`src/pfba_pkg.sv`:
```
package pfba_pkg;

	// Bitmap word geometry: one bit per page frame.
	localparam int BITS_PER_WORD = 8;
	localparam int BIT_W = $clog2(BITS_PER_WORD);

	// Page geometry and byte address width.
	localparam int PAGE_BYTES = 4096;
	localparam int PAGE_SHIFT = $clog2(PAGE_BYTES);
	localparam int ADDR_W = 32;

	// Page count register.
	localparam int COUNT_W = 13;
	localparam logic [COUNT_W-1:0] PAGE_COUNT_RESET = COUNT_W'(4096);

	// Default size of the managed frame space.
	localparam int MAX_PAGES_DEFAULT = 4096;

	typedef logic [BITS_PER_WORD-1:0] word_t;

endpackage

```
`src/pfba_bitmap_ram.sv`:
```
module pfba_bitmap_ram #(
	parameter int DEPTH = 512,
	parameter int AW = 9
) (
	input  logic                clk,
	input  logic                we,
	input  logic [AW-1:0]       waddr,
	input  pfba_pkg::word_t     wdata,
	input  logic                re,
	input  logic [AW-1:0]       raddr,
	output pfba_pkg::word_t     rdata
);

	pfba_pkg::word_t mem [DEPTH];
	pfba_pkg::word_t rdata_q;

	// Single write port, single registered read port.
	always_ff @(posedge clk) begin
		if (we) begin
			mem[waddr] <= wdata;
		end
		if (re) begin
			rdata_q <= mem[raddr];
		end
	end

	assign rdata = rdata_q;

endmodule

```
`src/page_frame_bitmap_allocator_top.sv`:
```
// A request is taken in ST_IDLE, its frame range is set up in ST_PREP, and then k bitmap words are
// visited (0 up to ceil(MAX_PAGES/8), 512 with defaults) before the result is queued in ST_FIN.
// Each word is read from the bitmap RAM in ST_RD, then evaluated and written back in ST_EVAL.
// One request is handled at a time; the next request is taken once the
// result is queued. Reset: asynchronous, active low; afterwards a clearing pass zeroes all
// ceil(MAX_PAGES/8) bitmap words (512 with defaults), during which no request is accepted.
module page_frame_bitmap_allocator_top #(
	parameter int MAX_PAGES = pfba_pkg::MAX_PAGES_DEFAULT
) (
	input  logic                             clk,
	input  logic                             arst_n,
	input  logic                             cfg_valid,
	output logic                             cfg_ready,
	input  logic [pfba_pkg::COUNT_W-1:0]     page_count,
	input  logic                             in_valid,
	output logic                             in_ready,
	input  logic                             action,
	input  logic [pfba_pkg::ADDR_W-1:0]      start_address,
	input  logic [pfba_pkg::ADDR_W-1:0]      length_bytes,
	output logic                             out_valid,
	input  logic                             out_ready,
	output logic                             success,
	output logic [pfba_pkg::ADDR_W-1:0]      frame_address
);

	localparam int BPW = pfba_pkg::BITS_PER_WORD;
	localparam int BIT_W = pfba_pkg::BIT_W;
	localparam int WORD_COUNT = (MAX_PAGES + BPW - 1) / BPW;
	localparam int FRAME_W = ($clog2(MAX_PAGES) > BIT_W) ? $clog2(MAX_PAGES) : BIT_W + 1;
	localparam int WADDR_W = FRAME_W - BIT_W;
	localparam int PAGE_W = $clog2(MAX_PAGES + 1);
	localparam int SPG_W = pfba_pkg::ADDR_W - pfba_pkg::PAGE_SHIFT;
	localparam int SUM_W = pfba_pkg::ADDR_W + 2;
	localparam int EPG_W = SUM_W - pfba_pkg::PAGE_SHIFT;
	localparam int CMP_W = (PAGE_W > EPG_W) ? PAGE_W : EPG_W;

	typedef enum logic [2:0] {
		ST_CLEAR,
		ST_IDLE,
		ST_PREP,
		ST_RD,
		ST_EVAL,
		ST_FIN
	} state_t;

	state_t                           state_q;
	logic [pfba_pkg::COUNT_W-1:0]     page_count_q;
	logic                             act_q;
	logic [SPG_W-1:0]                 spg_q;
	logic [EPG_W-1:0]                 epg_q;
	logic [FRAME_W-1:0]               lo_q;
	logic [FRAME_W-1:0]               hi_q;
	logic [WADDR_W-1:0]               w_q;
	logic                             res_succ_q;
	logic [pfba_pkg::ADDR_W-1:0]      res_addr_q;
	logic                             out_valid_q;
	logic                             success_q;
	logic [pfba_pkg::ADDR_W-1:0]      frame_address_q;

	logic [CMP_W-1:0]                 n_c;
	logic [CMP_W-1:0]                 lim_c;
	logic [FRAME_W-1:0]               lo_d;
	logic [FRAME_W-1:0]               hi_d;
	logic                             prep_done;
	logic                             prep_succ;
	logic                             last_word;
	logic [BIT_W-1:0]                 lo_bit;
	logic [BIT_W-1:0]                 hi_bit;
	pfba_pkg::word_t                  mask;
	pfba_pkg::word_t                  free_bits;
	pfba_pkg::word_t                  onehot;
	logic [BIT_W-1:0]                 sel_bit;
	logic                             found;
	logic [FRAME_W-1:0]               frame_c;
	logic [SUM_W-1:0]                 end_sum;

	logic                             ram_we;
	logic [WADDR_W-1:0]               ram_waddr;
	pfba_pkg::word_t                  ram_wdata;
	logic                             ram_re;
	pfba_pkg::word_t                  ram_rdata;

	pfba_bitmap_ram #(
		.DEPTH (WORD_COUNT),
		.AW    (WADDR_W)
	) u_ram (
		.clk   (clk),
		.we    (ram_we),
		.waddr (ram_waddr),
		.wdata (ram_wdata),
		.re    (ram_re),
		.raddr (w_q),
		.rdata (ram_rdata)
	);

	// Configuration register, always writable.
	assign cfg_ready = 1'b1;

	always_ff @(posedge clk or negedge arst_n) begin
		if (!arst_n) begin
			page_count_q <= pfba_pkg::PAGE_COUNT_RESET;
		end else if (cfg_valid) begin
			page_count_q <= page_count;
		end
	end

	// Managed page count, clipped to the size of the bitmap.
	assign n_c = (CMP_W'(page_count_q) > CMP_W'(MAX_PAGES)) ? CMP_W'(MAX_PAGES)
		: CMP_W'(page_count_q);

	// Reserve range end page, clipped to the managed page count.
	assign lim_c = (CMP_W'(epg_q) > n_c) ? n_c : CMP_W'(epg_q);

	// Rounded-up end page of a reserve request, formed without wrap.
	assign end_sum = SUM_W'(start_address) + SUM_W'(length_bytes)
		+ SUM_W'(pfba_pkg::PAGE_BYTES - 1);

	// Frame range that the word loop walks.
	always_comb begin
		lo_d = '0;
		hi_d = '0;
		prep_done = 1'b0;
		prep_succ = 1'b0;
		if (!act_q) begin
			hi_d = FRAME_W'(n_c - CMP_W'(1));
			prep_done = (n_c == '0);
		end else begin
			lo_d = FRAME_W'(spg_q);
			hi_d = FRAME_W'(lim_c - CMP_W'(1));
			prep_done = (CMP_W'(spg_q) >= lim_c);
			prep_succ = 1'b1;
		end
	end

	// Bit mask of the current word that falls inside the range, and the lowest free bit.
	assign last_word = (w_q == hi_q[FRAME_W-1:BIT_W]);

	always_comb begin
		lo_bit = (w_q == lo_q[FRAME_W-1:BIT_W]) ? lo_q[BIT_W-1:0] : '0;
		hi_bit = last_word ? hi_q[BIT_W-1:0] : '1;
		for (int b = 0; b < BPW; b++) begin
			mask[b] = (BIT_W'(b) >= lo_bit) && (BIT_W'(b) <= hi_bit);
		end
		free_bits = ~ram_rdata & mask;
		found = |free_bits;
		sel_bit = '0;
		for (int b = BPW - 1; b >= 0; b--) begin
			if (free_bits[b]) begin
				sel_bit = BIT_W'(b);
			end
		end
		onehot = pfba_pkg::word_t'(1) << sel_bit;
	end

	assign frame_c = {w_q, sel_bit};

	// Bitmap RAM port: clearing pass, or write-back of the evaluated word.
	always_comb begin
		ram_we = 1'b0;
		ram_wdata = '0;
		ram_waddr = w_q;
		ram_re = (state_q == ST_RD);
		case (state_q)
			ST_CLEAR: begin
				ram_we = 1'b1;
			end
			ST_EVAL: begin
				if (act_q) begin
					ram_we = 1'b1;
					ram_wdata = ram_rdata | mask;
				end else begin
					ram_we = found;
					ram_wdata = ram_rdata | onehot;
				end
			end
			default: begin
				ram_we = 1'b0;
			end
		endcase
	end

	// Sequencer and output register.
	always_ff @(posedge clk or negedge arst_n) begin
		if (!arst_n) begin
			state_q <= ST_CLEAR;
			w_q <= '0;
			act_q <= 1'b0;
			spg_q <= '0;
			epg_q <= '0;
			lo_q <= '0;
			hi_q <= '0;
			res_succ_q <= 1'b0;
			res_addr_q <= '0;
			out_valid_q <= 1'b0;
			success_q <= 1'b0;
			frame_address_q <= '0;
		end else begin
			// A taken result frees the output register; the final state refills it itself.
			if (out_valid_q && out_ready && state_q != ST_FIN) begin
				out_valid_q <= 1'b0;
			end
			case (state_q)
				ST_CLEAR: begin
					w_q <= w_q + WADDR_W'(1);
					if (w_q == WADDR_W'(WORD_COUNT - 1)) begin
						state_q <= ST_IDLE;
					end
				end
				ST_IDLE: begin
					if (in_valid) begin
						act_q <= action;
						spg_q <= start_address[pfba_pkg::ADDR_W-1:pfba_pkg::PAGE_SHIFT];
						epg_q <= end_sum[SUM_W-1:pfba_pkg::PAGE_SHIFT];
						state_q <= ST_PREP;
					end
				end
				ST_PREP: begin
					lo_q <= lo_d;
					hi_q <= hi_d;
					w_q <= lo_d[FRAME_W-1:BIT_W];
					if (prep_done) begin
						res_succ_q <= prep_succ;
						res_addr_q <= '0;
						state_q <= ST_FIN;
					end else begin
						state_q <= ST_RD;
					end
				end
				ST_RD: begin
					state_q <= ST_EVAL;
				end
				ST_EVAL: begin
					if (act_q) begin
						res_succ_q <= 1'b1;
						res_addr_q <= '0;
						if (last_word) begin
							state_q <= ST_FIN;
						end else begin
							w_q <= w_q + WADDR_W'(1);
							state_q <= ST_RD;
						end
					end else if (found) begin
						res_succ_q <= 1'b1;
						res_addr_q <= pfba_pkg::ADDR_W'(frame_c) << pfba_pkg::PAGE_SHIFT;
						state_q <= ST_FIN;
					end else if (last_word) begin
						res_succ_q <= 1'b0;
						res_addr_q <= '0;
						state_q <= ST_FIN;
					end else begin
						w_q <= w_q + WADDR_W'(1);
						state_q <= ST_RD;
					end
				end
				ST_FIN: begin
					if (!out_valid_q || out_ready) begin
						out_valid_q <= 1'b1;
						success_q <= res_succ_q;
						frame_address_q <= res_addr_q;
						state_q <= ST_IDLE;
					end
				end
				default: begin
					state_q <= ST_IDLE;
				end
			endcase
		end
	end

	assign in_ready = (state_q == ST_IDLE);
	assign out_valid = out_valid_q;
	assign success = success_q;
	assign frame_address = frame_address_q;

endmodule

```
`config.mk`:
```
export PLATFORM = sky130hd
export DESIGN_NAME = page_frame_bitmap_allocator_top
export DESIGN_NICKNAME = d
export VERILOG_FILES = /design/src/pfba_pkg.sv /design/src/pfba_bitmap_ram.sv /design/src/page_frame_bitmap_allocator_top.sv
export SDC_FILE = /design/constraint.sdc
export NUM_CORES = 2
export LEC_CHECK = 0
export ABC_AREA = 1
export BUFFER_PORTS_ARGS = -buffer_cell sky130_fd_sc_hd__clkbuf_2
export CAP_MARGIN = 10
export CORE_MARGIN = 2
export CORE_UTILIZATION = 38
export DETAILED_ROUTE_END_ITERATION = 7
export SYNTH_ARGS = -nofsm -noshare
export SYNTH_HDL_FRONTEND = slang
export SYNTH_SLANG_ARGS = --single-unit
```
`constraint.sdc`:
```
create_clock -name clk -period 49.2 [get_ports clk]
set_clock_uncertainty 0.1 [all_clocks]
set_input_delay 9.84 -clock clk [delete_from_list [all_inputs] [get_ports clk]]
set_output_delay 9.84 -clock clk [all_outputs]
set_load 0.01 [all_outputs]
```
---- After elaboration in Yosys (flattened, before gate mapping) ----
Memory sizes are Yosys's and may differ from the RTL's. A register that Yosys moved wholly into a read port is not among the register bits.
Index checks and enable logic that the tools add are counted.
cells by class
  equality and inequality tests ........... 15
  multiplexer cells ....................... 47
  $add $sub $neg .......................... 5
  bitwise logic cells ..................... 4
  shift-type cells ........................ 1
  reduce and logical (&&, ||, !) cells .... 22
  order comparisons ....................... 19
operators by type and width
  cell                      count
  $mux W32                  4
  $pmux W32 S2              1
  $mux W3                   17
  $add A33 B12 Y34 const B  1
  $add A32 B32 Y33          1
  $mux W9                   3
  $pmux W9 S3               1
  $mux W12                  2
  $sub A12 B1 Y12 const B   2
  $ge A20 B22 Y1            1
  $gt A22 B13 Y1            1
  $logic_not A22 Y1         1
  $mux W22                  1
  $eq A9 B9 Y1              2
  $pmux W3 S6               1
  $mux W8                   2
  $or A8 B8 Y8              2
  $gt A13 B13 Y1 const B    1
  $mux W13                  1
  $ge A3 B3 Y1 const A      4
  $le A3 B3 Y1 const A      4
  $mux W1                   12
  $logic_and A1 B1 Y1       10
  $add A9 B1 Y9 const B     1
  other kinds (23)          37
word-level totals
  memory bits (writable) .................. 4096
  word-level logic and storage cells ...... 127
  output and inout port bits .............. 36
  flip-flop bits (word level) ............. 159
  bits of input ports ..................... 83
  memories ................................ 1
memory list
  name       depth  bits a word  rd ports  clocked after memory_dff  write ports  RTL line               RTL
  u_ram.mem  512    8            1         1                         1            pfba_bitmap_ram.sv:14  pfba_pkg::word_t mem [DEPTH];

---- Longest topological paths before layout ----
  depth after elaboration ................. 17
  depth in mapped cells ................... 33
  gate-level depth less buffers ........... 31

---- Cells and area by module ----
Synthesis repeated with hierarchy kept, for this count alone.
second synthesis, totals
  cells, all modules ...................... 15164
  area, all modules ....................... 175930.0 sq um
by module, submodules not included
  module                           times used  cells each  sequential area each (sq um)  area each (sq um)
  pfba_bitmap_ram                  1           13891       123238.2                      166808.7
  page_frame_bitmap_allocator_top  1           1273        2979.1                        9121.2

---- Worst setup path before layout ----
OpenSTA, ideal clock, no wires.
  path type ............................... reg-to-reg
  start ................................... register w_q[0], in the netlist ram_waddr[0]
  end ..................................... memory u_ram.mem[0][6] (netlist name) (data pin)
  slack ................................... 23.436 ns
  arrival time ............................ 21.497 ns
  library setup time ...................... 4.167 ns
  required time ........................... 44.933 ns
  path buffers ............................ 1
  cell stages (with the launch flop) ...... 16
  clock period less this slack ............ 25.764 ns
  path through ............................ dfrtp_1 -> buf_4 -> inv_2 -> nand2_1 -> nand2_1 -> a21oi_1 -> nand2_1 -> nor2_4 -> nand2_1 -> nand3b_2 -> nand2_1 -> nor2_2 -> nand2_1 -> nor2_1 -> inv_1 -> o21ai_0
between the ends
  longest elaborated chain between the ends .. 17
  elaborated cells on any way between the ends .. 42
  those cells by class .................... order compare: 16; eq/ne: 2; shift: 1; mux: 12; bitwise: 3; reduce/logical: 8
RTL lines
  element                                       RTL line                                                                        RTL
  from (decl)                                   page_frame_bitmap_allocator_top.sv:53                                           logic [WADDR_W-1:0] w_q;
  from (signal assigned)                        page_frame_bitmap_allocator_top.sv:204                                          w_q <= w_q + WADDR_W'(1);
  from (signal assigned)                        page_frame_bitmap_allocator_top.sv:220                                          w_q <= lo_d[FRAME_W-1:BIT_W];
  from (signal assigned)                        page_frame_bitmap_allocator_top.sv:239                                          w_q <= w_q + WADDR_W'(1);
  $eq A9 B9 Y1 (on tied branches)               page_frame_bitmap_allocator_top.sv:139, page_frame_bitmap_allocator_top.sv:136
  $mux W3 (on tied branches)                    page_frame_bitmap_allocator_top.sv:139, page_frame_bitmap_allocator_top.sv:140
  $ge A3 B3 Y1 or $le A3 B3 Y1 (tied branches)  page_frame_bitmap_allocator_top.sv:142                                          mask[b] = (BIT_W'(b) >= lo_bit) && (BIT_W'(b) <= hi_bit);
  $logic_and A1 B1 Y1                           page_frame_bitmap_allocator_top.sv:142
  $and A8 B8 Y8                                 page_frame_bitmap_allocator_top.sv:144                                          free_bits = ~ram_rdata & mask;
  $mux W3 (8 in a row)                          page_frame_bitmap_allocator_top.sv:148                                          if (free_bits[b]) begin
  $shl A1 B3 Y8                                 page_frame_bitmap_allocator_top.sv:152                                          onehot = pfba_pkg::word_t'(1) << sel_bit;
  $or A8 B8 Y8                                  page_frame_bitmap_allocator_top.sv:173                                          ram_wdata = ram_rdata | onehot;
  $mux W8 (*)                                   page_frame_bitmap_allocator_top.sv:168                                          if (act_q) begin
  $mux W8 (*)                                   page_frame_bitmap_allocator_top.sv:163                                          case (state_q)
  via ram_wdata[6]                              page_frame_bitmap_allocator_top.sv:79                                           pfba_pkg::word_t ram_wdata;
  to (decl)                                     pfba_bitmap_ram.sv:14
The timed path passes the listed nets; every way through them passes the cells marked *.

---- Worst setup path in the final report ----
  start ................................... register state_q[0]
  end ..................................... output port in_ready
between the ends
  longest elaborated chain between the ends .. 1
RTL lines
  element                 RTL line                                RTL
  from (decl)             page_frame_bitmap_allocator_top.sv:46   state_t state_q;
  from (signal assigned)  page_frame_bitmap_allocator_top.sv:185  state_q <= ST_CLEAR;
  from (signal assigned)  page_frame_bitmap_allocator_top.sv:206  state_q <= ST_IDLE;
  from (signal assigned)  page_frame_bitmap_allocator_top.sv:214  state_q <= ST_PREP;
  $eq A3 B1 Y1            page_frame_bitmap_allocator_top.sv:270  assign in_ready = (state_q == ST_IDLE);
  to (decl)               page_frame_bitmap_allocator_top.sv:16   output logic in_ready,
Every way passes these cells.

==> flow_summary.json <==
{
  "syn_area_mm2": 0.1698,
  "path_clk_slew_ns": 0.06,
  "rsz0062_at_grt": "no",
  "slew_viol_final": 0,
  "period_needed_ns": 11.95,
  "postSynth.asyncResetShare": 0.02818,
  "n_fill_cell": 40775,
  "final-setup-viol-count": 0,
  "status": "finished clean",
  "design_area_mm2": 0.1894,
  "fin_ws_ns": 37.25,
  "die_area_mm2": 0.4523,
  "post_dp_cell_area_mm2": 0.1763,
  "multiInputGateArea_mm2": 0.03931,
  "rows": 245,
  "cp.arrival_ns": 2.01,
  "grt_use_met3": 0.03326,
  "grt_pass1_wl_um": 711400,
  "die_h_um": 672.6,
  "dp_cells": 18873,
  "drtIter0Drc": 12728,
  "grt_overflow_total": 0,
  "synth_ff_type": "edfxtp_1",
  "drive_above_1_share": 0.06853,
  "cts_buffers": 420,
  "ioPinCount": 119,
  "fin_crit_sh": 0.2429,
  "io_buffers": 97,
  "vias_per_cell": 5.612,
  "cts_buffer_depth": 4,
  "ant_nets": 0,
  "drv_cap": 0,
  "layout.nets": 13551,
  "wl_per_cell_um": 24.85,
  "gp_congestion": 0.8445,
  "ys_seq_area_frac": 0.7431,
  "grt_max_degree": 205,
  "dpl_worst_slack_ns": 36.49,
  "initial_utilization": 0.3816,
  "insertion_delay_ns": 1.00,
  "drc": 0,
  "die_w_um": 672.6,
  "ir_drop_uv": 49.04,
  "power.density_mw_per_mm2": 57.58,
  "grtUsageTotal": 0.2085,
  "syn_to_final_growth_pct": 11.51,
  "synth_area_leaders": "edfxtp_1, o21ai_0, nor2_1",
  "post_cts_buffers": 0,
  "use_met2": 0.3289,
  "hold_violations": 0,
  "final.setup.tns_ns": 0,
  "ys_types": 50,
  "post_synth.cell_area_avg_um2": 12.51,
  "required_ns": 39.26,
  "worstSetupPathType": "reg2out",
  "end_kind": "primary output",
  "antenna_found_initial": 18,
  "root_buffer": "clkbuf_16",
  "worstMarginPinSlew_ns": 1.292,
  "yosysTopAreaCellShare": 0.7256,
  "finalPower_mw": 10.91,
  "crit_fanout": 4,
  "grt_util_met1": 0.2906,
  "cts_tree": "built",
  "ys.warnings.count": 0,
  "crit_path_start_kind": "register",
  "max_slew_margin": 0.1386,
  "via_count": 110307,
  "clock-sinks": 4223,
  "htreeDepth": 5,
  "hpwl_um": 270700,
  "dr.pass1.iters": 6,
  "cts_hold_buf": 0,
  "final_util": 0.4255,
  "yosysTopAreaCell": "edfxtp_1",
  "power.leakage_nw": 61.54,
  "first_global_vias": 102770,
  "cts_resized": 0,
  "seq_area_mm2": 0.1262,
  "timing.hold.ws_ns": 0.3894,
  "synth_cells": 13579,
  "drt-total-wl_um": 488500,
  "ys_ff_latch": 4223,
  "core_area_mm2": 0.4451,
  "hold_class": "reg2reg",
  "synth_edf_count": 4104,
  "busiest_layer": "met2",
  "fin_cells": 19656,
  "fmax_ghz": 0.08366
}
==> layout make-up <==
type | count | area share
diodes | 11 | 0.0001453
repair buffers | 298 | 0.01279
well taps | 5928 | 0.03916
clock inverters | 245 | 0.01107
multi-input cells | 8191 | 0.2075
clock buffers | 526 | 0.05804
inverters | 234 | 0.004770
flip-flops and latches | 4223 | 0.6665
==> power by group <==
part / internal, mW / switching, mW / leakage [nW]
registers: 4.13 / 0.0605 / 39.6
clock network: 1.73 / 1.37 / 6.40
logic: 0.907 / 2.71 / 15.5
total: 6.76 / 4.14 / 61.5
==> cells in the final DEF (no fill, tap or decap), types with 14 or more instances in the layout <==
| cell type | instances |
|---|---|
| clkbuf_1 | 102 |
| a31oi_1 | 14 |
| nor3_1 | 19 |
| nand3_4 | 15 |
| a22o_1 | 89 |
| clkbuf_16 | 424 |
| clkinv_1 | 99 |
| nor2_1 | 2730 |
| edfxtp_1 | 4104 |
| nand3_1 | 121 |
| clkinv_2 | 85 |
| conb_1 | 28 |
| buf_12 | 34 |
| buf_4 | 168 |
| bufinv_16 | 28 |
| o211ai_1 | 16 |
| a41oi_1 | 63 |
| nand4_1 | 135 |
| dfrtp_1 | 115 |
| ha_1 | 100 |
| o21ai_0 | 2222 |
| o22ai_1 | 1034 |
| nand2_1 | 1326 |
| a21oi_1 | 168 |
| inv_1 | 218 |
| clkbuf_2 | 96 |
==> per-layer routing <==
metal  vias to the layer above  wire (um)
li1                      49413          -
met1                     55129     201200
met2                      4954     226300
met3                       809      41570
met4                         2      19460
met5                         -         13
==> flip-flops by register name, indices dropped and copies added, names as in the netlist, 8 cells and up <==
name	count
res_addr_q	12
u_ram.mem	4096
epg_q	22
ram_waddr	9
lo_q	12
u_ram.rdata	8
page_count_q	13
frame_address	12
spg_q	20
hi_q	12
==> final timing paths <==
check                                               from                       endpoint  slack (ns)  depth (start not counted)
max in group asynchronous                         arst_n           epg_q[7]$_DFFE_PN0P_       38.81                          2
max reg2reg                     ram_waddr[0]$_DFFE_PN0P_    u_ram.mem[208][7]$_DFFE_PP_       42.59                         16
min in group asynchronous                         arst_n     res_addr_q[17]$_DFFE_PN0P_        8.77                          1
max                               state_q[0]$_DFFE_PN0P_                       in_ready       37.25                          5
min reg2reg                frame_address[17]$_DFFE_PN0P_  frame_address[17]$_DFFE_PN0P_        0.39                          2
min                        frame_address[17]$_DFFE_PN0P_  frame_address[17]$_DFFE_PN0P_        0.39                          2
==> cell families after synthesis <==
| kind of cell | after synthesis | synth area share |
|---|---|---|
| and+or+nand+nor | 4384 | 0.1008 |
| DFF | 4223 | 0.7431 |
| AOI/OAI and AO/OA | 3659 | 0.1198 |
| buffers and inverters | 1191 | 0.02780 |
| adders and majority gates | 100 | 0.007367 |
| xor gates and xnor gates | 18 | 0.0009282 |
| other | 2 | 0.00004422 |
| muxes | 2 | 0.0001326 |
==> worst max-delay path, stage by stage (launching register included) <==
cell      delay, ns
dfrtp_1        0.37
inv_1          0.06
nor2_1         0.13
inv_1          0.11
nor2_1         0.18
clkbuf_2       0.17
==> synthesized netlist by cell type, types with 22 or more instances <==
master    instances
nand3_1         128
a41oi_1          63
inv_1           221
o21ai_0        2227
ha_1            100
a21oi_1         172
a22o_1           89
nand4_1         135
buf_4            50
edfxtp_1       4104
o22ai_1        1034
buf_1            37
dfrtp_1         118
clkbuf_1        824
nand2_1        1327
nor3_1           22
buf_2            45
nor2_1         2737
Note: power is estimated with default switching activity, not from simulation.
